--- src/sv/r2y_pkg.sv ---
// Shared types, constants and coefficient helpers of the RGB to YUV 4:2:0 converter.
package r2y_pkg;

	// Defaults for the top-level parameters.
	localparam int R2Y_MAX_WIDTH = 4096;
	localparam int R2Y_FRAC_BITS = 16;

	// Configuration port.
	localparam int CFG_W     = 13;
	localparam int CFG_IDX_W = 1;
	localparam logic [CFG_IDX_W-1:0] CFG_FRAME_WIDTH  = 1'b0;
	localparam logic [CFG_IDX_W-1:0] CFG_FRAME_HEIGHT = 1'b1;
	localparam int WIDTH_RESET  = 640;
	localparam int HEIGHT_RESET = 480;

	// Frame geometry.
	localparam int SIZE_W    = 14;
	localparam int ROW_W     = 12;
	localparam int ROW_LIMIT = 4096;

	// Depth of the queue between the classifier and the datapath.
	localparam int FIFO_DEPTH = 4;

	// Coefficients in units of 1/10000, rounded to fixed point at elaboration.
	localparam longint COEF_SCALE = 10000;
	localparam longint COEF_ROUND = 5000;
	localparam longint Y_R  = 2989;
	localparam longint Y_G  = 5866;
	localparam longint Y_B  = 1145;
	localparam longint CB_R = 1688;
	localparam longint CB_G = 3312;
	localparam longint CB_B = 5000;
	localparam longint CR_R = 5000;
	localparam longint CR_G = 4184;
	localparam longint CR_B = 816;
	localparam longint CHROMA_OFFSET = 128;
	localparam longint CLIP_MAX      = 255;

	typedef struct packed {
		logic [7:0] red;
		logic [7:0] green;
		logic [7:0] blue;
	} pix_t;

	// Position class of a pixel inside its 2x2 chroma block.
	typedef struct packed {
		logic col_odd;
		logic row_odd;
		logic frame_last;
	} pix_class_t;

	// Magnitude of a coefficient, rounded half away from zero.
	function automatic longint qcoef(input longint num, input int frac);
		return (num * (longint'(1) << frac) + COEF_ROUND) / COEF_SCALE;
	endfunction

	// Address bits of the line store for a given maximum row width.
	function automatic int slot_bits(input int max_width);
		return ((max_width >> 1) > 1) ? $clog2(max_width >> 1) : 1;
	endfunction

endpackage

--- src/sv/r2y_fifo.sv ---
// Short queue of classified pixels between the intake and the datapath.
module r2y_fifo import r2y_pkg::*; #(
	parameter int WIDTH = 32
) (
	input  logic             clk,
	input  logic             arst_n,
	input  logic             push,
	input  logic [WIDTH-1:0] wdata,
	output logic             full,
	input  logic             pop,
	output logic             empty,
	output logic [WIDTH-1:0] rdata
);

	localparam int PW = (FIFO_DEPTH > 1) ? $clog2(FIFO_DEPTH) : 1;
	localparam int NW = $clog2(FIFO_DEPTH + 1);
	localparam logic [PW-1:0] LAST_PTR = PW'(FIFO_DEPTH - 1);

	logic [WIDTH-1:0] slots_q [FIFO_DEPTH];
	logic [PW-1:0]    wr_ptr_q;
	logic [PW-1:0]    rd_ptr_q;
	logic [NW-1:0]    count_q;
	logic             do_push;
	logic             do_pop;

	assign full    = count_q == NW'(FIFO_DEPTH);
	assign empty   = count_q == '0;
	assign do_push = push && !full;
	assign do_pop  = pop && !empty;
	assign rdata   = slots_q[rd_ptr_q];

	always_ff @(posedge clk) begin
		if (do_push) begin
			slots_q[wr_ptr_q] <= wdata;
		end
	end

	always_ff @(posedge clk or negedge arst_n) begin
		if (!arst_n) begin
			wr_ptr_q <= '0;
			rd_ptr_q <= '0;
			count_q  <= '0;
		end else begin
			if (do_push) begin
				wr_ptr_q <= (wr_ptr_q == LAST_PTR) ? '0 : wr_ptr_q + PW'(1);
			end
			if (do_pop) begin
				rd_ptr_q <= (rd_ptr_q == LAST_PTR) ? '0 : rd_ptr_q + PW'(1);
			end
			if (do_push && !do_pop) begin
				count_q <= count_q + NW'(1);
			end else if (do_pop && !do_push) begin
				count_q <= count_q - NW'(1);
			end
		end
	end

	a_no_overflow: assert property (@(posedge clk) disable iff (!arst_n)
		push |-> !full)
		else $error("request written into a full queue");

	a_no_underflow: assert property (@(posedge clk) disable iff (!arst_n)
		pop |-> !empty)
		else $error("request taken from an empty queue");

endmodule

--- config.mk ---
export PLATFORM = sky130hd
export DESIGN_NAME = r2y_fifo
export DESIGN_NICKNAME = d
export VERILOG_FILES = /design/src/sv/r2y_pkg.sv /design/src/sv/r2y_fifo.sv
export SDC_FILE = /design/constraint.sdc
export NUM_CORES = 1
export LEC_CHECK = 0
export BUFFER_PORTS_ARGS = -buffer_cell sky130_fd_sc_hd__buf_2
export CAP_MARGIN = 25
export CORE_MARGIN = 4
export CORE_UTILIZATION = 40
export DETAILED_ROUTE_END_ITERATION = 12
export PLACE_DENSITY = 0.56
export SETUP_SLACK_MARGIN = 0.3
export SLEW_MARGIN = 20
export SYNTH_ARGS = -nofsm -noshare
export SYNTH_HDL_FRONTEND = slang
export SYNTH_SLANG_ARGS = --single-unit
--- constraint.sdc ---
create_clock -name clk -period 2.9 [get_ports clk]
set_input_delay 0.29 -clock clk [delete_from_list [all_inputs] [get_ports clk]]
set_output_delay 0.29 -clock clk [all_outputs]
set_load 0.03 [all_outputs]
Word level (Yosys, flattened, before mapping)
Memories as Yosys holds them, arrays and structs flattened.
Index checks and enable logic that the tools add are counted.
Cells by class
  reduce and logical (&&, ||, !) cells: 10
  equality and inequality tests: 3
  multiplexer cells: 6
  $add $sub $neg: 4
Operators by type and width (count)
  3-bit 2-to-1 mux: 2
  2-bit by 1-bit adder with 2-bit output, second input constant: 2
  2-bit == test, second input constant: 2
  1-bit logical AND: 4
  1-bit logical NOT: 4
  2-bit 2-to-1 mux: 2
  3-bit by 1-bit adder with 3-bit output, second input constant: 1
  3-bit == test, second input constant: 1
  3-bit logical NOT: 1
  3-bit by 1-bit subtractor with 3-bit output, second input constant: 1
  1-bit 2-to-1 mux: 2
  2-bit nonzero test: 1
Storage, ports and cells
  word-level logic and storage cells: 27
  memory bits (writable): 128
  bits of input ports: 36
  memories: 1
  output and inout bits: 34
  register bits: 7
Memory list
  slots_q: words 4, bits a word 32, read ports 1, clocked after memory_dff 0, write ports 1, line r2y_fifo.sv:19  | logic [WIDTH-1:0] slots_q [FIFO_DEPTH];

Depth between registers and ports, before layout
  word-level depth: 7
  mapped depth: 9
  gate-level depth less buffers: 8

Worst setup path after synthesis
Ideal clock, no wire load.
  path type: register to register
  start: reg count_q[0]
  end: reg count_q[1]
  buffers on the path: 1
  setup time: 0.125 ns
  data arrival time: 2.123 ns
  period minus slack after synthesis: 2.248 ns
  required time: 2.775 ns
  path slack: 0.652 ns
  stages on the path, launching flop included: 8
  path through: dfrtp_1 nor3b_2 nor2b_1 buf_2 ha_1 inv_1 fa_1 mux2_2
On the way
  longest elaborated chain between the ends: 6
  elaborated cells on any way between the ends: 15
  those cells by class: add/sub: 2; eq/ne: 1; mux: 2; reduce/logical: 10
RTL lines
  start: declaration: line r2y_fifo.sv:22  | logic [NW-1:0] count_q;
  start signal: assignment: line r2y_fifo.sv:51  | count_q <= count_q + NW'(1);
  start signal: assignment: line r2y_fifo.sv:53  | count_q <= count_q - NW'(1);
  3-bit == test (*): line r2y_fifo.sv:26  | assign full = count_q == NW'(FIFO_DEPTH);
  via full: line r2y_fifo.sv:9  | output logic full,
  1-bit logical NOT (*): line r2y_fifo.sv:28  | assign do_push = push && !full;
  1-bit logical AND (*): line r2y_fifo.sv:28
  via do_push: line r2y_fifo.sv:23  | logic do_push;
  1-bit logical NOT: line r2y_fifo.sv:52  | end else if (do_pop && !do_push) begin
  1-bit logical AND: line r2y_fifo.sv:52
  2-bit nonzero test (no source line)
The timed path passes the listed nets; every way through them passes the cells marked *. The select of a mux whose other input is x is not followed.
A chain may end at the register's enable or synchronous reset.

Worst setup path after layout
  start: reg rd_ptr_q[0]
  end: out rdata[8]
On the way
  longest elaborated chain between the ends: 1
RTL lines
  start: declaration: line r2y_fifo.sv:21  | logic [PW-1:0] rd_ptr_q;
  start signal: assignment: line r2y_fifo.sv:48  | rd_ptr_q <= (rd_ptr_q == LAST_PTR) ? '0 : rd_ptr_q + PW'(1);
  memory read 4 x 32 bit
  end: declaration: line r2y_fifo.sv:12  | output logic [WIDTH-1:0] rdata
Every way passes these cells.

==> parameters.txt <==
Parameter                              Value

Run status
  Outcome ... finished clean

Critical path
  Element type at the critical path start ... register
  Max Fanout on Critical Path ... 12
  Worst setup path category ... reg -> out
  Data required, critical path ... 2.61 ns
  Element type at the critical path end ... primary output
  Data arrival time of the critical path ... 2.04 ns

Power
  Sequential power share ... 40.0%
  Highest ir drop seen on vdd ... 0.0005300 V
  Internal power consumption ... 0.004624 W
  Share of total power consumed by net switching ... 33.15%
  Combinational group share of total power ... 32.7%
  Power density normalized to cell area ... 1117 nW/um2
  Leakage power of the design ... 2.184 nW
  Switching power ... 0.002293 W
  Clk network pwr share ... 27.3%

Clock tree
  Clock root buffer ... sky130_fd_sc_hd__clkbuf_16
  Clock latency on the worst-skew pair ... 0.41 ns
  CTS tree ... yes
  Number of buffers inserted for hold repair after clock tree synthesis ... 1
  Sink count of the clock tree ... 135
  Bufs on Longest Clock Path ... 2
  Post-cts sizing count ... 0
  CTS clock-pin slew for the worst setup and hold paths ... 0.06 ns
  Inserted Clock Buffers ... 17
  H-tree level count ... 4
  Setup repair bufs after CTS ... 0

STA
  Final setup violation count ... 0
  Relative slew slack ... 67.45%
  Timing-limited maximum frequency ... 0.4299 GHz
  Tmin final ... 2.326 ns
  RSZ-0062 raised after global routing ... no
  Worst setup skew after layout ... 0.005486 ns
  Final critical-path share of the clock period ... 80.21%
  Fin Setup TNS ... 0 ns
  Transition time at the pin with the least slew margin ... 0.4883 ns
  Final hold violation count ... 0
  Final worst setup slack ... 0.5739 ns
  Slew Viols, Final ... 0

GRT
  Pin count of the biggest net entering global routing ... 28
  Vias in the first global route ... 2440
  Congestion Overflow GR ... 0
  Wire length of the first global-routing pass ... 14.01 mm
  Number of antenna violations at the first check in global routing ... 0
  All-layer global routing usage ... 13.27%

Synth
  Sequential area share after synthesis ... 79.49%
  Count of yosys warnings during synthesis ... 0
  Synth Net Count ... 248
  Syn Std Cell Area ... 5056 um2
  Synth area leader ... sky130_fd_sc_hd__edfxtp_1
  Proportion of synthesized flip-flops having asynchronous set or reset ... 5.185%
  Number of instances in the synthesized netlist ... 205
  Number of enable-type register cells in the synthesized netlist ... 128
  Post-synthesis cell type count ... 20
  Synth area leaders ... sky130_fd_sc_hd__edfxtp_1, sky130_fd_sc_hd__mux4_2, sky130_fd_sc_hd__dfrtp_1, sky130_fd_sc_hd__ha_1, sky130_fd_sc_hd__mux2_4
  Leading register cell type out of synthesis ... sky130_fd_sc_hd__edfxtp_1
  Share of the synthesized area in the top cell type ... 76.02%
  Avg Inst Size Synth ... 24.66 um2
  #FFs+latches synth ... 135

Floorplanning
  Area inside the core boundary ... 12210 um2
  Area enclosed by the die boundary ... 14500 um2
  Number of I/O pins ... 70
  Die width ... 120.4 um
  Die Span Y ... 120.4 um
  Row cnt ... 40
  Initial core utilization ... 41.40%

Job
  Number of maximum-capacitance constraint violations ... 0

Final layout
  Number of diodes ... 0
  Synthesis-to-finish area growth ... 22.52%
  Most frequent cells in the layout ... sky130_fd_sc_hd__edfxtp_1, sky130_fd_sc_hd__buf_2, sky130_fd_sc_hd__mux4_2
  Cell area after layout ... 6195 um2
  NumNets Final ... 339
  Ratio of cells with drive above 1 in the final layout ... 49.03%
  Most frequent standard cell in the layout excluding fill and tap cells ... sky130_fd_sc_hd__edfxtp_1

Drt
  DRC viols ... 0
  Overall routed net length ... 8.939 mm
  Routed wirelength normalized by instance count ... 18.78 um
  Number of nets still failing antenna checks after routing ... 0
  Initial DRC Count ... 130
  First-pass DRT Iterations ... 4
  Via Count ... 2301
  Vias/cell ... 4.834

Place
  Port Buf Inserts ... 69
  Global placement routability congestion ... 0.7391
  Placed Instance Area ... 5664 um2
  Worst slack after detailed placement ... 0.6680 ns
  DP Wirelength ... 5.670 mm

Hold path
  Path type of the worst min-delay path ... in -> reg
[final cells by class]
| type | instances | area (um2) |
|---|---|---|
| Clock buffer | 19 | 432.9 |
| Clock inverter | 12 | 87.58 |
| Fill cell | 1036 | 6017 |
| Inverter | 3 | 11.26 |
| Multi-Input combinational cell | 58 | 980.9 |
| Sequential cell | 135 | 4021 |
| Tap cell | 168 | 210.2 |
| Timing Repair Buffer | 81 | 450.4 |
[power by group through the flow]
stage / combinational, W / sequential, W / clock [W]
2_1_floorplan: 0.00172 / 0.00272 / 0
3_3_place_gp: 0.00231 / 0.00280 / 0
3_5_place_dp: 0.00232 / 0.00281 / 0
4_1_cts: 0.00232 / 0.00278 / 0.00194
5_1_grt: 0.00243 / 0.00281 / 0.00203
6_report: 0.00226 / 0.00277 / 0.00189
[state kept, by name, summed over array words and instances, names as in the netlist]
| signal | count |
|---|---|
| count_q | 3 |
| slots_q | 128 |
| wr_ptr_q | 2 |
| rd_ptr_q | 2 |
[per-layer routing]
layer / global-route usage, % / wire length [um]
met5: 0 / 0
met4: 5.524 / 132
met3: 5.192 / 604
met2: 18.97 / 4114
met1: 18.21 / 4088
[critical path: stages, from the launching register on]
cell and delay [ns]:
sky130_fd_sc_hd__dfrtp_2 0.58, sky130_fd_sc_hd__buf_4 0.31, sky130_fd_sc_hd__mux4_2 0.54, sky130_fd_sc_hd__buf_2 0.20
[Yosys cell counts (2+ instances only)]
| library cell | n |
|---|---|
| sky130_fd_sc_hd__nor2_1 | 2 |
| sky130_fd_sc_hd__ha_1 | 6 |
| sky130_fd_sc_hd__mux2_4 | 2 |
| sky130_fd_sc_hd__buf_2 | 4 |
| sky130_fd_sc_hd__inv_1 | 3 |
| sky130_fd_sc_hd__xor2_1 | 2 |
| sky130_fd_sc_hd__nor3_1 | 2 |
| sky130_fd_sc_hd__buf_4 | 3 |
| sky130_fd_sc_hd__mux2_2 | 2 |
| sky130_fd_sc_hd__dfrtp_1 | 7 |
| sky130_fd_sc_hd__mux4_2 | 32 |
| sky130_fd_sc_hd__and2_1 | 4 |
| sky130_fd_sc_hd__clkbuf_1 | 2 |
| sky130_fd_sc_hd__edfxtp_1 | 128 |
[kinds of logic (layout without fill, tap and decap cells)]
group                    Yosys count  count (layout)  synth area share (%)
AND/OR/NAND/NOR                   10              10                 1.213
adder cells (fa/ha/maj)            7               7                 1.881
multiplexers                      36              36                 15.29
flip-flops                       135             135                 79.49
buffers and inverters             12             115                 1.213
XOR/XNOR                           3               3                0.5198
AO/OA/AOI/OAI                      2               2                0.3960
[metrics by stage]
stage	hold slack [ns]	power (W)	util, %	instances
2_1_floorplan	-0.005591	0.004441	-	205
3_3_place_gp	0.1357	0.005108	46.38	444
3_5_place_dp	0.1359	0.005129	46.38	444
4_1_cts	0.07631	0.007037	50.73	476
5_1_grt	0.08423	0.007269	50.73	476
6_report	0.09998	0.006917	50.73	476
[final timing paths]
| check | start | endpoint | slack, ns | depth (start not counted) |
|---|---|---|---|---|
| setup / recovery | rd_ptr_q[0] | rdata[8] | 0.57 | 3 |
| hold / removal | wdata[18] | slots_q[1][18] | 0.1 | 1 |
| setup reg to reg | count_q[2] | count_q[2] | 0.69 | 8 |
| hold reg to reg | count_q[2] | count_q[2] | 0.54 | 1 |
| max in group asynchronous | arst_n | rd_ptr_q[1] | 2.48 | 2 |
| min in group asynchronous | arst_n | count_q[0] | 0.25 | 2 |
Note: power is estimated with default switching activity, not from simulation.
