File: src/sv/r2y_pkg.sv
// Shared types, constants and coefficient helpers of the RGB to YUV 4:2:0 converter.
package r2y_pkg;

	// Defaults for the top-level parameters.
	localparam int R2Y_MAX_WIDTH = 4096;
	localparam int R2Y_FRAC_BITS = 16;

	// Configuration port.
	localparam int CFG_W     = 13;
	localparam int CFG_IDX_W = 1;
	localparam logic [CFG_IDX_W-1:0] CFG_FRAME_WIDTH  = 1'b0;
	localparam logic [CFG_IDX_W-1:0] CFG_FRAME_HEIGHT = 1'b1;
	localparam int WIDTH_RESET  = 640;
	localparam int HEIGHT_RESET = 480;

	// Frame geometry.
	localparam int SIZE_W    = 14;
	localparam int ROW_W     = 12;
	localparam int ROW_LIMIT = 4096;

	// Depth of the queue between the classifier and the datapath.
	localparam int FIFO_DEPTH = 4;

	// Coefficients in units of 1/10000, rounded to fixed point at elaboration.
	localparam longint COEF_SCALE = 10000;
	localparam longint COEF_ROUND = 5000;
	localparam longint Y_R  = 2989;
	localparam longint Y_G  = 5866;
	localparam longint Y_B  = 1145;
	localparam longint CB_R = 1688;
	localparam longint CB_G = 3312;
	localparam longint CB_B = 5000;
	localparam longint CR_R = 5000;
	localparam longint CR_G = 4184;
	localparam longint CR_B = 816;
	localparam longint CHROMA_OFFSET = 128;
	localparam longint CLIP_MAX      = 255;

	typedef struct packed {
		logic [7:0] red;
		logic [7:0] green;
		logic [7:0] blue;
	} pix_t;

	// Position class of a pixel inside its 2x2 chroma block.
	typedef struct packed {
		logic col_odd;
		logic row_odd;
		logic frame_last;
	} pix_class_t;

	// Magnitude of a coefficient, rounded half away from zero.
	function automatic longint qcoef(input longint num, input int frac);
		return (num * (longint'(1) << frac) + COEF_ROUND) / COEF_SCALE;
	endfunction

	// Address bits of the line store for a given maximum row width.
	function automatic int slot_bits(input int max_width);
		return ((max_width >> 1) > 1) ? $clog2(max_width >> 1) : 1;
	endfunction

endpackage

File: src/sv/r2y_if.sv
// Valid/ready stream interfaces for RGB pixels in and YUV results out.
interface r2y_pix_if;
	logic       valid;
	logic       ready;
	logic [7:0] red;
	logic [7:0] green;
	logic [7:0] blue;

	modport source (output valid, output red, output green, output blue, input ready);
	modport sink (input valid, input red, input green, input blue, output ready);
endinterface


File: src/sv/r2y_front.sv
// Pixel intake: size registers, column and row counters, and block position classification.
module r2y_front import r2y_pkg::*; #(
	parameter int MAX_WIDTH = R2Y_MAX_WIDTH,
	localparam int CW = $clog2(MAX_WIDTH),
	localparam int AW = slot_bits(MAX_WIDTH)
) (
	input  logic                 clk,
	input  logic                 arst_n,
	input  logic                 cfg_we,
	input  logic [CFG_IDX_W-1:0] cfg_index,
	input  logic [CFG_W-1:0]     cfg_data,
	r2y_pix_if.sink              pixel,
	input  logic                 q_ready,
	output logic                 push,
	output pix_t                 q_pix,
	output pix_class_t           q_cls,
	output logic [AW-1:0]        q_slot
);

	localparam logic [SIZE_W-1:0] W_HI = SIZE_W'(MAX_WIDTH & ~1);
	localparam logic [CFG_W-1:0]  H_HI = CFG_W'(ROW_LIMIT & ~1);

	logic [CFG_W-1:0]  width_q;
	logic [CFG_W-1:0]  height_q;
	logic [CW-1:0]     col_q;
	logic [ROW_W-1:0]  row_q;
	logic [SIZE_W-1:0] w_even;
	logic [SIZE_W-1:0] w_eff;
	logic [CFG_W-1:0]  h_even;
	logic [CFG_W-1:0]  h_eff;
	logic [CW-1:0]     col_half;
	logic              col_end;
	logic              row_end;

	assign pixel.ready = q_ready;
	assign push        = pixel.valid && q_ready;

	always_ff @(posedge clk or negedge arst_n) begin
		if (!arst_n) begin
			width_q  <= CFG_W'(WIDTH_RESET);
			height_q <= CFG_W'(HEIGHT_RESET);
		end else if (cfg_we) begin
			case (cfg_index)
				CFG_FRAME_WIDTH:  width_q  <= cfg_data;
				CFG_FRAME_HEIGHT: height_q <= cfg_data;
				default: ;
			endcase
		end
	end

	// Odd sizes lose their low bit, then both sizes are held to their legal range.
	always_comb begin
		w_even = SIZE_W'({width_q[CFG_W-1:1], 1'b0});
		if (w_even < SIZE_W'(2)) begin
			w_eff = SIZE_W'(2);
		end else if (w_even > W_HI) begin
			w_eff = W_HI;
		end else begin
			w_eff = w_even;
		end
		h_even = {height_q[CFG_W-1:1], 1'b0};
		if (h_even < CFG_W'(2)) begin
			h_eff = CFG_W'(2);
		end else if (h_even > H_HI) begin
			h_eff = H_HI;
		end else begin
			h_eff = h_even;
		end
	end

	assign col_end  = (SIZE_W'(col_q) + SIZE_W'(1)) >= w_eff;
	assign row_end  = (CFG_W'(row_q) + CFG_W'(1)) >= h_eff;
	assign col_half = col_q >> 1;

	always_ff @(posedge clk or negedge arst_n) begin
		if (!arst_n) begin
			col_q <= '0;
			row_q <= '0;
		end else if (push) begin
			if (col_end) begin
				col_q <= '0;
				if (row_end) begin
					row_q <= '0;
				end else begin
					row_q <= row_q + ROW_W'(1);
				end
			end else begin
				col_q <= col_q + CW'(1);
			end
		end
	end

	assign q_pix.red        = pixel.red;
	assign q_pix.green      = pixel.green;
	assign q_pix.blue       = pixel.blue;
	assign q_cls.col_odd    = col_q[0];
	assign q_cls.row_odd    = row_q[0];
	assign q_cls.frame_last = col_end && row_end;
	assign q_slot           = col_half[AW-1:0];

	a_frame_wrap: assert property (@(posedge clk) disable iff (!arst_n)
		push && q_cls.frame_last |=> col_q == '0 && row_q == '0)
		else $error("counters did not return to zero after the last pixel of a frame");

endmodule

File: src/flat_wrapper.sv
// flat-port wrapper written by rule: the top's interface ports become plain ports
module r2y_front_flat import r2y_pkg::*;
#(
	parameter int MAX_WIDTH = R2Y_MAX_WIDTH,
	localparam int CW = $clog2(MAX_WIDTH),
	localparam int AW = slot_bits(MAX_WIDTH)
)
  (clk, arst_n, cfg_we, cfg_index, cfg_data, q_ready, push, q_pix, q_cls, q_slot, pixel_valid, pixel_red, pixel_green, pixel_blue, pixel_ready);
  r2y_pix_if pixel_i ();
  input  logic clk;
  input  logic arst_n;
  input  logic cfg_we;
  input  logic [CFG_IDX_W-1:0] cfg_index;
  input  logic [CFG_W-1:0] cfg_data;
  input  logic q_ready;
  output logic push;
  output pix_t q_pix;
  output pix_class_t q_cls;
  output logic [AW-1:0] q_slot;
  input wire logic [$bits(pixel_i.valid)-1:0] pixel_valid;
  input wire logic [$bits(pixel_i.red)-1:0] pixel_red;
  input wire logic [$bits(pixel_i.green)-1:0] pixel_green;
  input wire logic [$bits(pixel_i.blue)-1:0] pixel_blue;
  output wire logic [$bits(pixel_i.ready)-1:0] pixel_ready;
  assign pixel_i.valid = pixel_valid;
  assign pixel_i.red = pixel_red;
  assign pixel_i.green = pixel_green;
  assign pixel_i.blue = pixel_blue;
  assign pixel_ready = pixel_i.ready;
  r2y_front #(.MAX_WIDTH(MAX_WIDTH)) u_core (.clk(clk), .arst_n(arst_n), .cfg_we(cfg_we), .cfg_index(cfg_index), .cfg_data(cfg_data), .pixel(pixel_i), .q_ready(q_ready), .push(push), .q_pix(q_pix), .q_cls(q_cls), .q_slot(q_slot));
endmodule
File: config.mk
export PLATFORM = sky130hd
export DESIGN_NAME = r2y_front_flat
export DESIGN_NICKNAME = d
export VERILOG_FILES = /design/src/sv/r2y_pkg.sv /design/src/sv/r2y_if.sv /design/src/sv/r2y_front.sv /design/src/flat_wrapper.sv
export SDC_FILE = /design/constraint.sdc
export NUM_CORES = 1
export LEC_CHECK = 0
export ABC_AREA = 1
export BUFFER_PORTS_ARGS = -buffer_cell sky130_fd_sc_hd__buf_2
export CAP_MARGIN = 10
export CORE_UTILIZATION = 56
export CTS_BUF_LIST = sky130_fd_sc_hd__clkbuf_4 sky130_fd_sc_hd__clkbuf_8
export CTS_CLUSTER_SIZE = 25
export DETAILED_ROUTE_END_ITERATION = 10
export HOLD_SLACK_MARGIN = 0.06
export PLACE_DENSITY = 0.83
export SLEW_MARGIN = 20
export SYNTH_ARGS = -nofsm -noshare
export SYNTH_HDL_FRONTEND = slang
export SYNTH_SLANG_ARGS = --single-unit
export TNS_END_PERCENT = 5
File: constraint.sdc
create_clock -name clk -period 3.1 [get_ports clk]
set_input_delay 0.62 -clock clk [delete_from_list [all_inputs] [get_ports clk]]
set_output_delay 0.62 -clock clk [all_outputs]
set_load 0.02 [all_outputs]
Word level (Yosys, flattened, before mapping)
Cells that the tools add are included.
{"block": "classes", "n_mux": 6, "n_reduce_logical": 5, "add_sub_neg": 4, "order_cmp": 6, "bitwise_logic": 1}
{"op": "two-way mux 13 bit", "n": 3}
{"op": "adder 12 x 1 -> 13 bit (second input constant)", "n": 2}
{"op": "> comparator 13 bit (second input constant)", "n": 2}
{"op": "less-than comparator 13 x 2 -> 1 bit (second input constant)", "n": 2}
{"op": "adder 12 x 1 -> 12 bit (second input constant)", "n": 2}
{"op": "two-way mux 12 bit", "n": 2}
{"op": "greater-or-equal comparator 14 bit", "n": 1}
{"op": "two-way mux 14 bit", "n": 1}
{"op": "greater-or-equal comparator 13 bit", "n": 1}
{"op": "AND reduction 2 bit", "n": 3}
{"op": "logical AND 1 bit", "n": 2}
{"op": "inverter 1 bit", "n": 1}
{"block": "totals", "reg_bits": 50, "output_inout_bits": 40, "wordCells": 26, "inputBits": 43}

Logic depth before layout (Yosys ltp)
Gate-level depths: netlist of run 1.
{"block": "logic_depth", "depth_word": 5, "depth_mapped": 18, "depth_no_buf": 17}

Worst setup path before layout of run 1
No wires, ideal clock.
{"block": "synth_timing", "path_type": "register to output", "from": "register u_core.col_q[0]", "to": "output q_cls[0] (netlist bit)", "stages_incl_launch_ff": 12, "arrival_time_ns": 2.285, "setup_slack_ns": 0.195, "n_path_buf": 0, "cell_sequence": "dfrtp_1 -> ha_1 -> nand2_1 -> nor3_4 -> nand2_1 -> xor2_1 -> ha_1 -> nand2_1 -> nor3_1 -> o21ai_2 -> nand2_4 -> and2_1"}
{"item": "start: declaration", "line": "r2y_front.sv:25", "text": "logic [CW-1:0] col_q;"}
{"item": "start signal: assignment", "line": "r2y_front.sv:88", "text": "col_q <= col_q + CW'(1);"}
{"item": "end: declaration", "line": "flat_wrapper.sv:18", "text": "output pix_class_t q_cls;"}

==> impl_results.md, run 1 <==
* R2R Path Start: u_core.width_q[11]
* Synth unique cells at 28
* WS Path Type: flip-flop to output pin
* Instance count of the mapped netlist at 473
* TritonCTS clock tree: yes
* PD cells at 513 nW/um^2
* # IOs at 83
* Synthesis Warnings at 0
* Synth Area in XOR/XNOR at 4.38%
* Area of the core at 5890 sq um
* Reg2reg path depth at 16
* Adder-cell share of the synthesized area at 9.57%
* Post-route insts no fill at 572
* Final WS setup at -135 ps
* Initial antenna violation count at 0
* Ant. Diodes at 0
* CP startpoint: u_core.width_q[11]
* Mapped cell area at 3400 sq um
* WHS at 320 ps
* Clk slew on worst S/H paths at 100 ps
* Antenna viol nets, final at 0
* Leakage power at 2.13 nW
* Post-synth top area share at 30.9%
* Worst EP arrival at 2620 ps
* Layout net count at 565
* CP required at 2480 ps
* Total Routed Length at 7440 um
* Final worst path period share at 104%
* VDD IR max at 0.000396 V
* Synth-to-layout area growth at 12.1%
* Reg2reg setup slack at 160 ps
* Synth Area in Compound Gates at 6.29%
* Clock Skew at 7.99 ps
* Horiz. Die Dim at 79.9 um
* Yosys reg bits at 48
* Failing checks: DRC, setup timing
* Via count at 2993
* DRT Pass-1 Iters at 7
* Clock Sink Count at 48
* Register area share after synthesis at 35.6%
* Layout cell share with drive strength beyond 1 at 19.7%
* Mapped Avg Cell Area at 7.19 sq um
* Crit path time final at 3240 ps
* H-Tree Level Count at 2
* Slew headroom at 56.6%
* Top Family by Delay on Critical Path: simple AND/OR/NAND/NOR gates
* Max-slew violations at 0
* Routed wire per std cell at 13.0 um
* Root buffer cell: clkbuf_8
* WP depth at 13
* Crit path max fanout at 5
* Synth area leader: dfrtp_1
* Post-Route Setup TNS at -135 ps
* Gpl congestion at 0.828
* Simple-Gate Fraction of Synth Area at 29.6%
* Multi-input gate area at 1840 sq um
* Max-cap viol count at 0
* Initial Util at 57.8%
* Row count at 28
* Main combinational cell family by area after synthesis: simple AND/OR/NAND/NOR gates
* Chip Height at 79.9 um
* Largest net degree at the start of global routing at 49
* Initial DRC Count at 124
* Hold Vio Cnt, Final at 0
* Fin area at 3810 sq um
* I/O Buffers at 33
* Total track usage at 24.6%
* CP Cell Sequence: nor4_2 > nand4_1 > nand2_2 > nand2_1 > ha_4 > nand2_2 > nor2_2 > nand3_1 > nand2_1 > nor2_4 > nand2_4 > and2_4 > buf_6
* Worst path slowest cell: dfrtp_1
* Crit path buf inv count at 1
* FF/Latch Area at 1210 sq um
* Slew @ Worst Pin at 650 ps
* Top post-synthesis cells by area: dfrtp_1, nand2_1, ha_1, inv_1, buf_4
* F_max at 309 MHz
* Post-Place Cells at 551
* Util after Layout at 64.7%
* GR Overflow Total at 0
* Num CTS Buffers at 5
* DR DRC count at 1
* Syn nets at 542
* Setup crit end kind: output pin
* Fillers at 503
* Vias in the first global route at 2718
* Worst hold path class: input pin to asynchronous set/reset pin
* Die Area at 6390 sq um
* Max Root-Sink Buffers at 2
* Outcome: finished, violations left
* Placed cell areas at 3450 sq um
* DR vias/cell at 5.23
* First-pass GRT wire length at 12100 um
* Worst skew pair latency at 310 ps
* Final setup fails at 1
* Kind of start point of the critical path: flip-flop
* Unrepaired setup endpoints after global routing: yes
* Slowest stage delay, CP at 430 ps
* Mux contribution to synthesized area at 0%
* DPL Wire Length at 5160 um
## cell usage after synthesis (all sizes together)
cell type	instances
nand2	154
nand3	27
and2	1
xnor2	3
nor3	9
and3b	1
a21oi	8
o21ai	34
nor4	2
ha	26
nor2	39
clkbuf	5
nand4	4
xor2	14
dfrtp	42
buf	31
or2	2
inv	65
dfstp	6
## registers in the layout, indices dropped and copies added (netlist names)
| register | cells |
|---|---|
| u_core.col_q | 12 |
| u_core.height_q | 12 |
| u_core.row_q | 12 |
| u_core.width_q | 12 |
## cell usage in the layout (no fill, tap or decap)
cell | Yosys | routed
nand2_2 | 2 | 7
o21ai_1 | 1 | 1
nor4_4 | 0 | 1
buf_2 | 1 | 31
nor3_1 | 8 | 6
clkbuf_8 | 0 | 5
nand3_2 | 0 | 2
ha_4 | 0 | 3
buf_6 | 1 | 1
buf_4 | 29 | 19
dfstp_2 | 6 | 6
inv_1 | 65 | 65
o21ai_0 | 32 | 32
nand4_1 | 4 | 4
nand2_4 | 1 | 1
nor3_4 | 1 | 1
or2_4 | 0 | 1
nor3_2 | 0 | 2
bufinv_16 | 0 | 1
nand3_1 | 27 | 25
and2_4 | 0 | 1
nor4_2 | 0 | 1
and3b_1 | 1 | 1
nor2_1 | 36 | 31
xnor2_1 | 3 | 3
xor2_1 | 14 | 13
a21oi_1 | 8 | 7
o21ai_4 | 0 | 1
xor2_2 | 0 | 1
dfrtp_1 | 42 | 42
nand2_1 | 151 | 147
ha_2 | 0 | 1
clkinv_4 | 0 | 2
or2_2 | 2 | 1
nor2_4 | 1 | 3
ha_1 | 26 | 22
a21oi_2 | 0 | 1
nor2_2 | 2 | 5
## logic make-up after synthesis
group	count (synthesis)
and+or+nand+nor	239
DFF	48
xor gates and xnor gates	17
buffers and inverters	101
AOI/OAI and AO/OA	42
adders and majority gates	26
## routing by layer
metal / share of wire, % / GRT usage (%) / vias to the layer above
met5: 0 / 0 / -
met1: 42 / 31.4 / 1417
met4: 1.8 / 8.93 / 0
met2: 52 / 42.1 / 70
met3: 4.1 / 3.43 / 16
li1: - / - / 1490
## layout make-up
cell class,instances,share of cell area (%)
multi-input combinational,325,48.2
sequential,48,31.7
timing repair buffer,51,8.11
inverter,65,6.40
tap,75,2.46
clock buffer,5,1.81
clock inverter,3,1.25
## report_power, final
| group | leakage [nW] | switching [mW] | total, mW | internal, mW |
|---|---|---|---|---|
| clock | 0.0583 | 0.229 | 0.472 | 0.243 |
| combinational | 1.46 | 0.419 | 0.699 | 0.280 |
| sequential | 0.614 | 0.0736 | 0.783 | 0.709 |
## worst paths after layout
| path | end |
|---|---|
| worst max-delay path | q_cls[0] |
| worst min-delay path | u_core.row_q[7] |
| min in group clk | u_core.height_q[12] |
| worst min register to register | u_core.height_q[12] |
| worst max register to register | u_core.col_q[8] |
| max in group asynchronous | u_core.width_q[10] |
## metrics by stage
step,power [mW],setup WS (ps)
2_1_floorplan,1.24,195
3_3_place_gp,1.33,162
3_5_place_dp,1.36,138
4_1_cts,1.90,-44.4
5_1_grt,2.09,-286
6_report,1.95,-135
## repair_timing
| item | in CTS | in global routing |
|---|---|---|
| setup endpoints to repair | 1 | 5 |
| gates resized for setup | 21 | 9 |
| setup buffers | 10 | 2 |
| hold buffers | 0 | 0 |
| cloned | 1 | 0 |
| pin swaps | 13 | 7 |
No activity file was read; power rests on OpenSTA's default activity.
==> run 2, diff against run 1 <==
- BUFFER_PORTS_ARGS: -buffer_cell sky130_fd_sc_hd__buf_2 -> unset
- CORE_UTILIZATION: 56 -> 65
- DONT_BUFFER_PORTS: unset -> 1
- PLACE_DENSITY: 0.83 -> 0.81
==> impl_results.md, run 2 (synthesis results as in run 1) <==
* I/O Buffers at 0
* F_max at 305 MHz
* GR Overflow Total at 0
* Initial DRC Count at 329
* Total Routed Length at 9020 um
* Largest net degree at the start of global routing at 43
* Sw Ratio at 38.7%
* Sequential power share at 38.5%
* First-pass GRT wire length at 12900 um
* Clock Skew at 14.2 ps
* Via count at 3144
* Metal2 WL at 4440 um
* DR DRC count at 0
* Total track usage at 31.4%
* Hold Vio Cnt, Final at 0
* Routed wire per std cell at 16.5 um
* Final Power at 2.04 mW
* Worst hold path class: input pin to asynchronous set/reset pin
* DPL Wire Length at 5270 um
* Post-Place Cells at 518
* DRT Pass-1 Iters at 5
* Layout net count at 547
* Slew headroom at 57.2%
* Final setup fails at 1
* Clk slew on worst S/H paths at 100 ps
* Placed cell areas at 3340 sq um
* Kind of start point of the critical path: flip-flop
* Horiz. Die Dim at 74.3 um
* Ant. Diodes at 0
* Outcome: finished, violations left
* Chip Height at 74.3 um
* Antenna viol nets, final at 0
* Leakage power at 2.07 nW
* H-Tree Level Count at 2
* Area of the core at 4880 sq um
* Vias in the first global route at 2750
* WHS at 124 ps
* WS Path Type: flip-flop to output pin
* Max-slew violations at 0
* Max Root-Sink Buffers at 2
* Worst EP arrival at 2650 ps
* Num CTS Buffers at 5
* Post-route insts no fill at 546
* Crit path time final at 3270 ps
* Unrepaired setup endpoints after global routing: yes
* VDD IR max at 0.000414 V
* Row count at 25
* Place WS at 138 ps
* Root buffer cell: clkbuf_8
* CP required at 2480 ps
* DR vias/cell at 5.76
* Fin area at 3890 sq um
* Slew @ Worst Pin at 641 ps
* Comb pwr share at 37.9%
* Max-cap viol count at 0
* Synth-to-layout area growth at 14.4%
* PD cells at 525 nW/um^2
* Worst skew pair latency at 320 ps
* Layout cell share with drive strength beyond 1 at 21.5%
* Final worst path period share at 106%
* Final WS setup at -174 ps
* Most frequent cells in the layout: nand2_1, inv_1, dfrtp_1, o21ai_0, nor2_1
* Die Area at 5520 sq um
* Met1 wire length at 3590 um
* Initial Util at 69.7%
* Failing checks: setup timing
* Met3 wire len at 714 um
* Clock power frac at 23.6%
* Gpl congestion at 0.864
* Commonest non-fill, non-tap cell in the layout: nand2_1
* Clock Sink Count at 48
* TritonCTS clock tree: yes
* NetSw at 790 uW
* Setup crit end kind: output pin
* Top sig layer: met4
* # IOs at 83
* P_int at 1.25 mW
* Initial antenna violation count at 0
* Crit path max fanout at 4
==> run 2: cell count changes in the layout (fill, tap and decap cells not counted), moves of 4 or more <==
cell,change
nand3_1,-4
buf_2,-31
nand2_2,+4
xor2_1,-6
nand2_1,-5
nand3_2,+4
buf_4,+10
xor2_2,+6
==> run 2: routing by layer <==
layer	up-vias	global-route usage, %
met5	-	0
met4	0	13.2
met3	41	5.56
met2	180	51.9
met1	1470	41.0
li1	1453	-
==> run 2: per-stage QoR <==
step	setup TNS, ps	util [%]
floorplan	0	-
global placement	0	68.4
detailed placement	0	68.4
CTS	-19.7	74.6
global route	-284	79.7
finish	-174	79.7
==> run 2: cell type report <==
type / count / area [sq um]
Inverter: 65 / 244
Clock inverter: 3 / 46.3
Sequential cell: 48 / 1210
Tap cell: 67 / 83.8
Multi-Input combinational cell: 325 / 1970
Timing Repair Buffer: 33 / 272
Clock buffer: 5 / 68.8
Fill cell: 318 / 990
==> run 2: worst paths after layout <==
| kind | startpoint | end | slack (ps) | cells past startpoint |
|---|---|---|---|---|
| min reg2reg | u_core.height_q[12] | u_core.height_q[12] | 500 | 2 |
| max | u_core.col_q[1] | q_cls[0] | -170 | 13 |
| min in group clk | cfg_data[8] | u_core.height_q[8] | 450 | 2 |
| max reg2reg | u_core.col_q[1] | u_core.col_q[2] | 150 | 16 |
| max in group asynchronous | arst_n | u_core.height_q[12] | 2740 | 1 |
| min | arst_n | u_core.col_q[3] | 120 | 1 |
==> run 2: timing repair <==
action / in CTS / in global routing
buffers inserted: 6 / 12
hold buffers: 1 / 0
setup endpoints to repair: 1 / 1
pin swaps: 12 / 24
cloned: 1 / 0
endpoints found under the hold margin: 42 / 0
gates resized for setup: 23 / 34
==> run 2: power groups by stage <==
stage / combinational [mW] / clock [mW] / sequential, mW
finish: 0.775 / 0.482 / 0.785
global route: 0.858 / 0.510 / 0.793
CTS: 0.644 / 0.485 / 0.775
detailed placement: 0.559 / 0 / 0.784
global placement: 0.533 / 0 / 0.778
floorplan: 0.426 / 0 / 0.814
==> run 2: worst max-delay path: stages (launching register included) <==
cell and delay, ps:
dfrtp_1 380, buf_4 130, buf_6 130, nand2_1 60
nor2_2 170, nand2_2 90, xor2_2 220, inv_1 110
ha_4 250, a21oi_1 200, nand2_1 100, o21ai_2 230
nand2_4 70, and2_4 190
